File: config.mk
export PLATFORM = sky130hd
export DESIGN_NAME = sha1_message_hasher_top
export DESIGN_NICKNAME = d
export VERILOG_FILES = /design/src/rtl/core/sha1mh_pkg.sv /design/src/rtl/core/sha1mh_round.sv /design/src/rtl/core/sha1_message_hasher_top.sv
export VERILOG_INCLUDE_DIRS = /design/src /design/src/rtl/core
export SDC_FILE = /design/constraint.sdc
export NUM_CORES = 2
export LEC_CHECK = 0
export BUFFER_PORTS_ARGS = -buffer_cell sky130_fd_sc_hd__buf_2
export CAP_MARGIN = 15
export CORE_MARGIN = 5
export CORE_UTILIZATION = 30
export DETAILED_ROUTE_END_ITERATION = 7
export PLACE_DENSITY_LB_ADDON = 0.1
export SLEW_MARGIN = 10
export SYNTH_ARGS = -nofsm -noshare
export SYNTH_HDL_FRONTEND = slang
export SYNTH_SLANG_ARGS = --single-unit
File: constraint.sdc
create_clock -name clock -period 37.5 [get_ports clock]
set_clock_uncertainty 0.05 [all_clocks]
set_input_delay 1.875 -clock clock [delete_from_list [all_inputs] [get_ports clock]]
set_output_delay 1.875 -clock clock [all_outputs]
set_load 0.01 [all_outputs]
File: src/rtl/core/sha1_message_hasher_top_assert.svh
// Assertion macros for the SHA-1 message hasher.
// Depends on nothing; included by sha1_message_hasher_top, which checks its own logic.
// Expects signals named clock and reset in the including scope.
`ifndef SHA1_MESSAGE_HASHER_TOP_ASSERT_SVH
`define SHA1_MESSAGE_HASHER_TOP_ASSERT_SVH

// Same-cycle implication, held off during reset.
`define SHA1MH_ASSERT_IMPL(lbl, ante, cons, msg) \
   lbl: assert property (@(posedge clock) disable iff (reset) (ante) |-> (cons)) \
      else $error(msg);

// Next-cycle implication, held off during reset.
`define SHA1MH_ASSERT_NEXT(lbl, ante, cons, msg) \
   lbl: assert property (@(posedge clock) disable iff (reset) (ante) |=> (cons)) \
      else $error(msg);

`endif

File: src/rtl/core/sha1mh_pkg.sv
// Shared types and constants of the SHA-1 message hasher.
// No dependencies; imported by sha1mh_round, sha1_message_hasher_top and the bench.
package sha1mh_pkg;

   localparam logic [1:0] ACT_ABSORB  = 2'd0;
   localparam logic [1:0] ACT_DIGEST  = 2'd1;
   localparam logic [1:0] ACT_RESTART = 2'd2;

   localparam int unsigned ROUNDS = 80;
   localparam int unsigned CNT_W  = 7;

   typedef logic [4:0][31:0] chain_type;

   localparam chain_type SHA1_IV = {32'hC3D2E1F0, 32'h10325476, 32'h98BADCFE,
                                    32'hEFCDAB89, 32'h67452301};

   localparam logic [31:0] K_R0 = 32'h5A827999;
   localparam logic [31:0] K_R1 = 32'h6ED9EBA1;
   localparam logic [31:0] K_R2 = 32'h8F1BBCDC;
   localparam logic [31:0] K_R3 = 32'hCA62C1D6;

   typedef struct packed {
      logic [1:0] action;
      logic [7:0] data_byte;
   } req_type;

   typedef struct packed {
      logic [31:0] digest_word0;
      logic [31:0] digest_word1;
      logic [31:0] digest_word2;
      logic [31:0] digest_word3;
      logic [31:0] digest_word4;
   } rsp_type;

   typedef struct packed {
      logic             busy;
      logic             last;
      logic [CNT_W-1:0] round;
   } rnd_status_type;

endpackage

File: src/rtl/core/sha1mh_round.sv
// Shared SHA-1 round unit: one round per cycle, 80 rounds per block.
// Depends on sha1mh_pkg; words 0..15 come in on word_in, the rest from a 16-word window.
module sha1mh_round import sha1mh_pkg::*; (
   input  logic           clock,
   input  logic           reset,
   input  logic           start,
   input  chain_type      h_init,
   input  logic [31:0]    word_in,
   output rnd_status_type status,
   output chain_type      sum
);

   logic             busy_ff;
   logic [CNT_W-1:0] cnt_ff;
   logic [31:0]      a_ff, b_ff, c_ff, d_ff, e_ff;
   chain_type        hb_ff;
   logic [31:0]      win_ff [16];
   logic [31:0]      sched;
   logic [31:0]      w_cur;
   logic [31:0]      f_val;
   logic [31:0]      k_val;
   logic [31:0]      t_in;

   assign sched = win_ff[13] ^ win_ff[8] ^ win_ff[2] ^ win_ff[0];
   assign w_cur = (cnt_ff < CNT_W'(16)) ? word_in : {sched[30:0], sched[31]};

   always_comb begin
      if (cnt_ff < CNT_W'(20)) begin
         f_val = (b_ff & c_ff) | (~b_ff & d_ff);
         k_val = K_R0;
      end else if (cnt_ff < CNT_W'(40)) begin
         f_val = b_ff ^ c_ff ^ d_ff;
         k_val = K_R1;
      end else if (cnt_ff < CNT_W'(60)) begin
         f_val = (b_ff & c_ff) | (b_ff & d_ff) | (c_ff & d_ff);
         k_val = K_R2;
      end else begin
         f_val = b_ff ^ c_ff ^ d_ff;
         k_val = K_R3;
      end
   end

   assign t_in = {a_ff[26:0], a_ff[31:27]} + f_val + e_ff + k_val + w_cur;

   always_ff @(posedge clock) begin
      if (reset) begin
         busy_ff <= 1'b0;
         cnt_ff  <= '0;
      end else if (start) begin
         busy_ff <= 1'b1;
         cnt_ff  <= '0;
      end else if (busy_ff) begin
         cnt_ff <= cnt_ff + CNT_W'(1);
         if (cnt_ff == CNT_W'(ROUNDS - 1)) begin
            busy_ff <= 1'b0;
         end
      end
   end

   always_ff @(posedge clock) begin
      if (start) begin
         hb_ff <= h_init;
         a_ff  <= h_init[0];
         b_ff  <= h_init[1];
         c_ff  <= h_init[2];
         d_ff  <= h_init[3];
         e_ff  <= h_init[4];
      end else if (busy_ff) begin
         a_ff <= t_in;
         b_ff <= a_ff;
         c_ff <= {b_ff[1:0], b_ff[31:2]};
         d_ff <= c_ff;
         e_ff <= d_ff;
         for (int i = 0; i < 15; i++) begin
            win_ff[i] <= win_ff[i+1];
         end
         win_ff[15] <= w_cur;
      end
   end

   assign sum[0] = hb_ff[0] + a_ff;
   assign sum[1] = hb_ff[1] + b_ff;
   assign sum[2] = hb_ff[2] + c_ff;
   assign sum[3] = hb_ff[3] + d_ff;
   assign sum[4] = hb_ff[4] + e_ff;

   assign status.busy  = busy_ff;
   assign status.last  = busy_ff && (cnt_ff == CNT_W'(ROUNDS - 1));
   assign status.round = cnt_ff;

endmodule

File: src/rtl/core/sha1_message_hasher_top.sv
// SHA-1 message hasher: top level with sequencer, block buffer and output register.
// Depends on sha1mh_pkg, sha1mh_round and sha1_message_hasher_top_assert.svh.
//
// Usage:
//   req channel: one beat per message byte (action absorb), or a digest or
//   restart command. rsp channel: one beat of five digest words per digest.
//   An absorb beat leaves the sequencer idle, except the 64th byte of a
//   block, which starts a compression: a setup state, the rounds through
//   the shared round unit, then a fold of the result into the chaining words.
//   A digest runs one padding block, or a second one when the bit length
//   does not fit after the 0x80 marker. No new beat is accepted while a
//   compression runs.
//   req_ready is high only while the sequencer idles.
//   Reset (synchronous) loads the initial chaining values and a zero length;
//   restart does the same at run time. A digest leaves the running state
//   intact, so absorbing may continue afterwards.
//   The rsp register holds a result until taken; new items are accepted
//   meanwhile, and a following digest waits at its end for the slot to free.
module sha1_message_hasher_top import sha1mh_pkg::*; (
   input  logic    clock,
   input  logic    reset,
   input  logic    req_valid,
   output logic    req_ready,
   input  req_type req_data,
   output logic    rsp_valid,
   input  logic    rsp_ready,
   output rsp_type rsp_data
);

`include "sha1_message_hasher_top_assert.svh"

   typedef enum logic [1:0] {ST_IDLE, ST_PREP, ST_RUN, ST_FIN} state_type;
   typedef enum logic [1:0] {PASS_DATA, PASS_PAD1, PASS_PAD2} pass_type;

   state_type      state_ff;
   pass_type       pass_ff;
   chain_type      chain_ff;
   logic [63:0]    len_ff;
   logic           rsp_valid_ff;
   rsp_type        rsp_data_ff;

   logic [31:0]    mem [16];
   logic [31:0]    rd_ff;
   logic [3:0]     rd_addr;
   logic [31:0]    word_in;

   logic           req_fire;
   logic [5:0]     pos;
   logic           two_blk;
   logic           slot_free;
   logic           rsp_load;
   logic           rnd_start_in;
   chain_type      h_init;
   chain_type      sum;
   rnd_status_type rnd_status;

   assign req_ready = (state_ff == ST_IDLE);
   assign req_fire  = req_valid && req_ready;
   assign pos       = len_ff[8:3];
   assign two_blk   = (pos >= 6'd56);
   assign slot_free = !rsp_valid_ff || rsp_ready;
   assign rsp_valid = rsp_valid_ff;
   assign rsp_data  = rsp_data_ff;

   // A finished digest moves into the output slot.
   assign rsp_load = (state_ff == ST_FIN) && (pass_ff != PASS_DATA) && slot_free &&
                     !((pass_ff == PASS_PAD1) && two_blk);

   // Second padding block chains from the first one's result, still held in the unit.
   assign rnd_start_in = (state_ff == ST_PREP);
   assign h_init       = (pass_ff == PASS_PAD2) ? sum : chain_ff;

   // Block buffer: big-endian bytes packed four to a word. Read one word ahead.
   assign rd_addr = (state_ff == ST_PREP) ? 4'd0 : (rnd_status.round[3:0] + 4'd1);

   always_ff @(posedge clock) begin
      if (req_fire && (req_data.action == ACT_ABSORB)) begin
         mem[pos[5:2]][{~pos[1:0], 3'b000} +: 8] <= req_data.data_byte;
      end
      rd_ff <= mem[rd_addr];
   end

   // Build the round word: raw data, or data with 0x80 marker, zero fill and length.
   always_comb begin
      logic [5:0] p;
      logic [7:0] mb;
      logic [7:0] lb;
      logic [7:0] ob;
      word_in = '0;
      for (int j = 0; j < 4; j++) begin
         p  = {rnd_status.round[3:0], 2'(j)};
         mb = rd_ff[{~p[1:0], 3'b000} +: 8];
         lb = len_ff[{~p[2:0], 3'b000} +: 8];
         ob = 8'h00;
         case (pass_ff)
            PASS_DATA: ob = mb;
            PASS_PAD1: begin
               if (p < pos) begin
                  ob = mb;
               end else if (p == pos) begin
                  ob = 8'h80;
               end else if (!two_blk && (p[5:3] == 3'b111)) begin
                  ob = lb;
               end
            end
            PASS_PAD2: begin
               if (p[5:3] == 3'b111) begin
                  ob = lb;
               end
            end
            default: ob = 8'h00;
         endcase
         word_in[{~p[1:0], 3'b000} +: 8] = ob;
      end
   end

   sha1mh_round u_round (
      .clock   (clock),
      .reset   (reset),
      .start   (rnd_start_in),
      .h_init  (h_init),
      .word_in (word_in),
      .status  (rnd_status),
      .sum     (sum)
   );

   always_ff @(posedge clock) begin
      if (reset) begin
         state_ff     <= ST_IDLE;
         pass_ff      <= PASS_DATA;
         chain_ff     <= SHA1_IV;
         len_ff       <= '0;
         rsp_valid_ff <= 1'b0;
      end else begin
         // Load a finished digest, or drop the held one once the receiver takes it.
         if (rsp_load) begin
            rsp_valid_ff <= 1'b1;
         end else if (rsp_ready) begin
            rsp_valid_ff <= 1'b0;
         end
         unique case (state_ff)
            ST_IDLE: begin
               if (req_fire) begin
                  unique case (req_data.action)
                     ACT_ABSORB: begin
                        len_ff <= len_ff + 64'd8;
                        if (pos == 6'd63) begin
                           pass_ff  <= PASS_DATA;
                           state_ff <= ST_PREP;
                        end
                     end
                     ACT_DIGEST: begin
                        pass_ff  <= PASS_PAD1;
                        state_ff <= ST_PREP;
                     end
                     ACT_RESTART: begin
                        chain_ff <= SHA1_IV;
                        len_ff   <= '0;
                     end
                     default: ;
                  endcase
               end
            end
            ST_PREP: state_ff <= ST_RUN;
            ST_RUN: begin
               if (rnd_status.last) begin
                  state_ff <= ST_FIN;
               end
            end
            ST_FIN: begin
               if (pass_ff == PASS_DATA) begin
                  chain_ff <= sum;
                  state_ff <= ST_IDLE;
               end else if ((pass_ff == PASS_PAD1) && two_blk) begin
                  pass_ff  <= PASS_PAD2;
                  state_ff <= ST_PREP;
               end else if (slot_free) begin
                  // Hold the digest in the unit until the output slot frees.
                  state_ff <= ST_IDLE;
               end
            end
            default: state_ff <= ST_IDLE;
         endcase
      end
   end

   always_ff @(posedge clock) begin
      if (rsp_load) begin
         rsp_data_ff.digest_word0 <= sum[0];
         rsp_data_ff.digest_word1 <= sum[1];
         rsp_data_ff.digest_word2 <= sum[2];
         rsp_data_ff.digest_word3 <= sum[3];
         rsp_data_ff.digest_word4 <= sum[4];
      end
   end

   `SHA1MH_ASSERT_IMPL(a_run_busy, state_ff == ST_RUN, rnd_status.busy, "round unit idle in run")
   `SHA1MH_ASSERT_IMPL(a_ready_idle, req_ready, !rnd_status.busy, "ready while rounds active")
   `SHA1MH_ASSERT_NEXT(a_prep_start, state_ff == ST_PREP,
                       rnd_status.busy && (rnd_status.round == '0), "round unit did not start")
   `SHA1MH_ASSERT_IMPL(a_pad2_len, (pass_ff == PASS_PAD2) && (state_ff != ST_IDLE), two_blk,
                       "second pad block not needed")
   `SHA1MH_ASSERT_IMPL(a_rsp_src, $rose(rsp_valid_ff), $past(state_ff == ST_FIN),
                       "result raised outside finish")

endmodule

==> Implementation_results.wiki <==
{| class="wikitable"
! Metric !! Value
|-
| Result of the run || complete, no violations
|-
| Clock latency on the worst-skew pair || 0.87 ns
|-
| Worst hold slack || roughly 0.31 ns
|-
| Cell accounting for the most synthesized area || sky130_fd_sc_hd__edfxtp_1
|-
| Number of H-tree branching levels || 4
|-
| HPWL Detailed || 174.6 mm
|-
| Share of cells above drive strength 1 || 10.74%
|-
| Core area || 264600 sq um
|-
| Wire length of the first global-routing pass || ~360 mm
|-
| Ranking of synthesized cells by area || sky130_fd_sc_hd__edfxtp_1 57%, sky130_fd_sc_hd__dfxtp_1 6.7%, sky130_fd_sc_hd__ha_1 3.7%
|-
| WL/cell || 25.01 microns
|-
| Number of nets at the end of the flow || 6811
|-
| Most used DFF post-synth || sky130_fd_sc_hd__edfxtp_1
|-
| Headroom to the max-slew limit || 21.03%
|-
| Count of hold-fix buffers inserted at cts || 0
|-
| Portion of synthesized cell area occupied by the leading cell type || 56.80%
|-
| CTS tree || done
|-
| Number of antenna violations at the first check in global routing || 20
|-
| Crit path max fanout || 11
|-
| Final worst slack || between 30 and 40 ns
|-
| Count of fill cells added during filler insertion || about 26000
|-
| Worst setup SP type || register
|-
| Vias in the first global route || 49190
|-
| Count of final setup violators || 0
|-
| Ratio of routed vias to standard cells || 4.989
|-
| Netlist Area Pre-Place || 79510 sq um
|-
| Proportion of synthesized flip-flops having asynchronous set or reset || 0%
|-
| Placer congestion estimate || 0.8762
|-
| Clock buffer count from CTS || 202
|-
| Initial core utilization || ~30%
|-
| Synthesized Nets || 6650
|-
| Post-synthesis sequential area ratio || 63.50%
|-
| Worst Setup End Kind || register
|-
| Antenna viol nets, final || 0
|-
| Total Neg Setup Slack || 0 ns
|-
| Delay of the slowest critical-path stage || 0.58 ns
|-
| Critical path start-end classification || register to register
|-
| CTS Root Buffer Type || sky130_fd_sc_hd__clkbuf_16
|-
| CTS sink cnt || 1770
|-
| Total DRC errors in the routed layout || 0
|-
| Max cap viols || 0
|-
| Final wirelength || 253.8 mm
|-
| Maximum buffer depth of the clock tree || 3
|-
| Worst min-delay path category || register to register
|-
| Flop and latch count out of synthesis || 1770
|-
| Total setup buffers inserted after CTS || 0
|-
| Via total after detailed routing || 50630
|-
| Post-Synthesis Cells || 6274
|-
| GRT Overall Usage || 17.84%
|-
| Utilization after layout || 34.56%
|-
| Final Max Slew Viols || 0
|-
| Crit path required time || approximately 38 ns
|-
| Most common library cell in the layout ignoring fill and taps || sky130_fd_sc_hd__edfxtp_1
|-
| Flop2flop setup slack || 30.14 ns
|-
| Post-CTS Resized || 0
|-
| Dpl ws || 30.20 ns
|-
| Initial drt markers || roughly 3900
|-
| CP arrival || 7.98 ns
|-
| Post-synth EDFFs || 1504
|-
| Count of endpoints failing hold in the final timing report || 0
|-
| Full die area || around 280000 sq um
|-
| Highest Clock Rate || 135.9 MHz
|-
| Reg clk slew, reported paths || 0.06 ns
|-
| I/O pin total || ~180
|-
| Total number of yosys warnings || 0
|-
| Period utilization || 19.63%
|-
| Commonest non-fill, non-tap cells in the layout || 1504 x sky130_fd_sc_hd__edfxtp_1, 723 x sky130_fd_sc_hd__nand2_1, 421 x sky130_fd_sc_hd__nor2_1
|-
| Min Clock Period, post-route || 7.361 ns
|-
| Grt ovf || 0
|-
| Number of unique standard cell types used by synthesis || 89
|-
| Largest net degree at the start of global routing || 206
|-
| Die boundary width || 524.8 microns
|-
| Overall die height || 524.8 microns
|-
| Mean instance size in the synthesized netlist || 12.67 sq um
|-
| Slew at the pin with the worst max-slew slack || 1.180 ns
|-
| Number of input and output port buffers inserted || roughly 180
|-
| Synth-to-layout area growth || 15.03%
|-
| First drt pass iteration count || 5
|-
| RSZ-0062 raised after global routing || no
|-
| Rows || 189
|-
| Slowest stage cell on the critical path || sky130_fd_sc_hd__fa_1
|}
-- final timing paths --
kind / to / cells after the start / startpoint
min: u_round.win_ff[1][5] / 0 / u_round.win_ff[1][37]
max reg2reg: u_round.a_ff[29] / 26 / len_ff[7]
max: u_round.a_ff[29] / 26 / len_ff[7]
min reg2reg: u_round.win_ff[1][5] / 0 / u_round.win_ff[1][37]
-- through the flow --
| step | cell area [sq um] | std cells |
|---|---|---|
| floorplan | 79510 | 6274 |
| global placement | 84410 | 9762 |
| detailed placement | 84430 | 9764 |
| CTS | 91440 | 10140 |
| global route | 91450 | 10140 |
| finish | 91460 | 10150 |
-- cell usage after synthesis, types with 124 or more instances --
cell	number
sky130_fd_sc_hd__ha_1	238
sky130_fd_sc_hd__o21ai_0	181
sky130_fd_sc_hd__nor2b_1	164
sky130_fd_sc_hd__a211oi_1	187
sky130_fd_sc_hd__nand2_1	730
sky130_fd_sc_hd__xnor2_1	209
sky130_fd_sc_hd__fa_1	124
sky130_fd_sc_hd__nor2_1	426
sky130_fd_sc_hd__a21oi_1	314
sky130_fd_sc_hd__edfxtp_1	1504
sky130_fd_sc_hd__inv_1	286
sky130_fd_sc_hd__a31oi_1	138
sky130_fd_sc_hd__clkbuf_1	255
sky130_fd_sc_hd__dfxtp_1	266
-- registers in the layout, summed over array words and instances, names as in the netlist, 2 cells and up --
| signal | count |
|---|---|
| u_round.c_ff | 32 |
| pass_ff | 2 |
| u_round.cnt_ff | 7 |
| u_round.a_ff | 32 |
| state_ff | 2 |
| chain_ff | 160 |
| rsp_data | 160 |
| u_round.e_ff | 32 |
| u_round.b_ff | 32 |
| len_ff | 61 |
| u_round.hb_ff | 160 |
| u_round.d_ff | 32 |
| rd_ff | 32 |
| u_round.win_ff | 512 |
| mem | 512 |
-- routing by layer --
| layer | global-route usage, % | vias up | share of wire (%) |
|---|---|---|---|
| met5 | 0 | - | 0 |
| met4 | 4.768 | 0 | 2.5 |
| met3 | 2.398 | 287 | 4.1 |
| met2 | 27.25 | 1144 | 44 |
| met1 | 26.55 | 25770 | 49 |
| li1 | - | 23430 | - |
-- worst max-delay path: cells and delay by family, from the launching register on --
family | cells | cell delay [ns]
AOI/OAI and AO/OA | 13 | 3.44
adders and majority gates | 6 | 2.37
DFF | 1 | 0.53
and+or+nand+nor | 3 | 0.42
buffers and inverters | 4 | 0.33
-- cell families (layout without fill, tap and decap cells) --
group	Yosys count	count (layout)	synth area share (%)
DFF	1770	1770	63.50
and+or+nand+nor	1766	1766	10.14
AOI/OAI and AO/OA	1347	1347	11.31
buffers and inverters	568	903	2.708
adders and majority gates	362	362	6.867
xor gates and xnor gates	318	318	3.503
muxes	143	143	1.967
other	0	6	0
-- final cells by class --
class / instances / area, sq um / area share (%)
Tap cell: 3533 / 4420 / 4.833
Clock inverter: 118 / 1485 / 1.624
Antenna cell: 6 / 15.01 / 0.01642
Inverter: 287 / 1077 / 1.178
Clock buffer: 260 / 5524 / 6.040
Sequential cell: 1770 / 50490 / 55.21
Timing Repair Buffer: 238 / 1446 / 1.581
Multi-Input combinational cell: 3936 / 27000 / 29.52
Power is left out: the tool's default activity adds up to more than one toggle a clock period on the data nets, which glitch-free logic cannot reach.
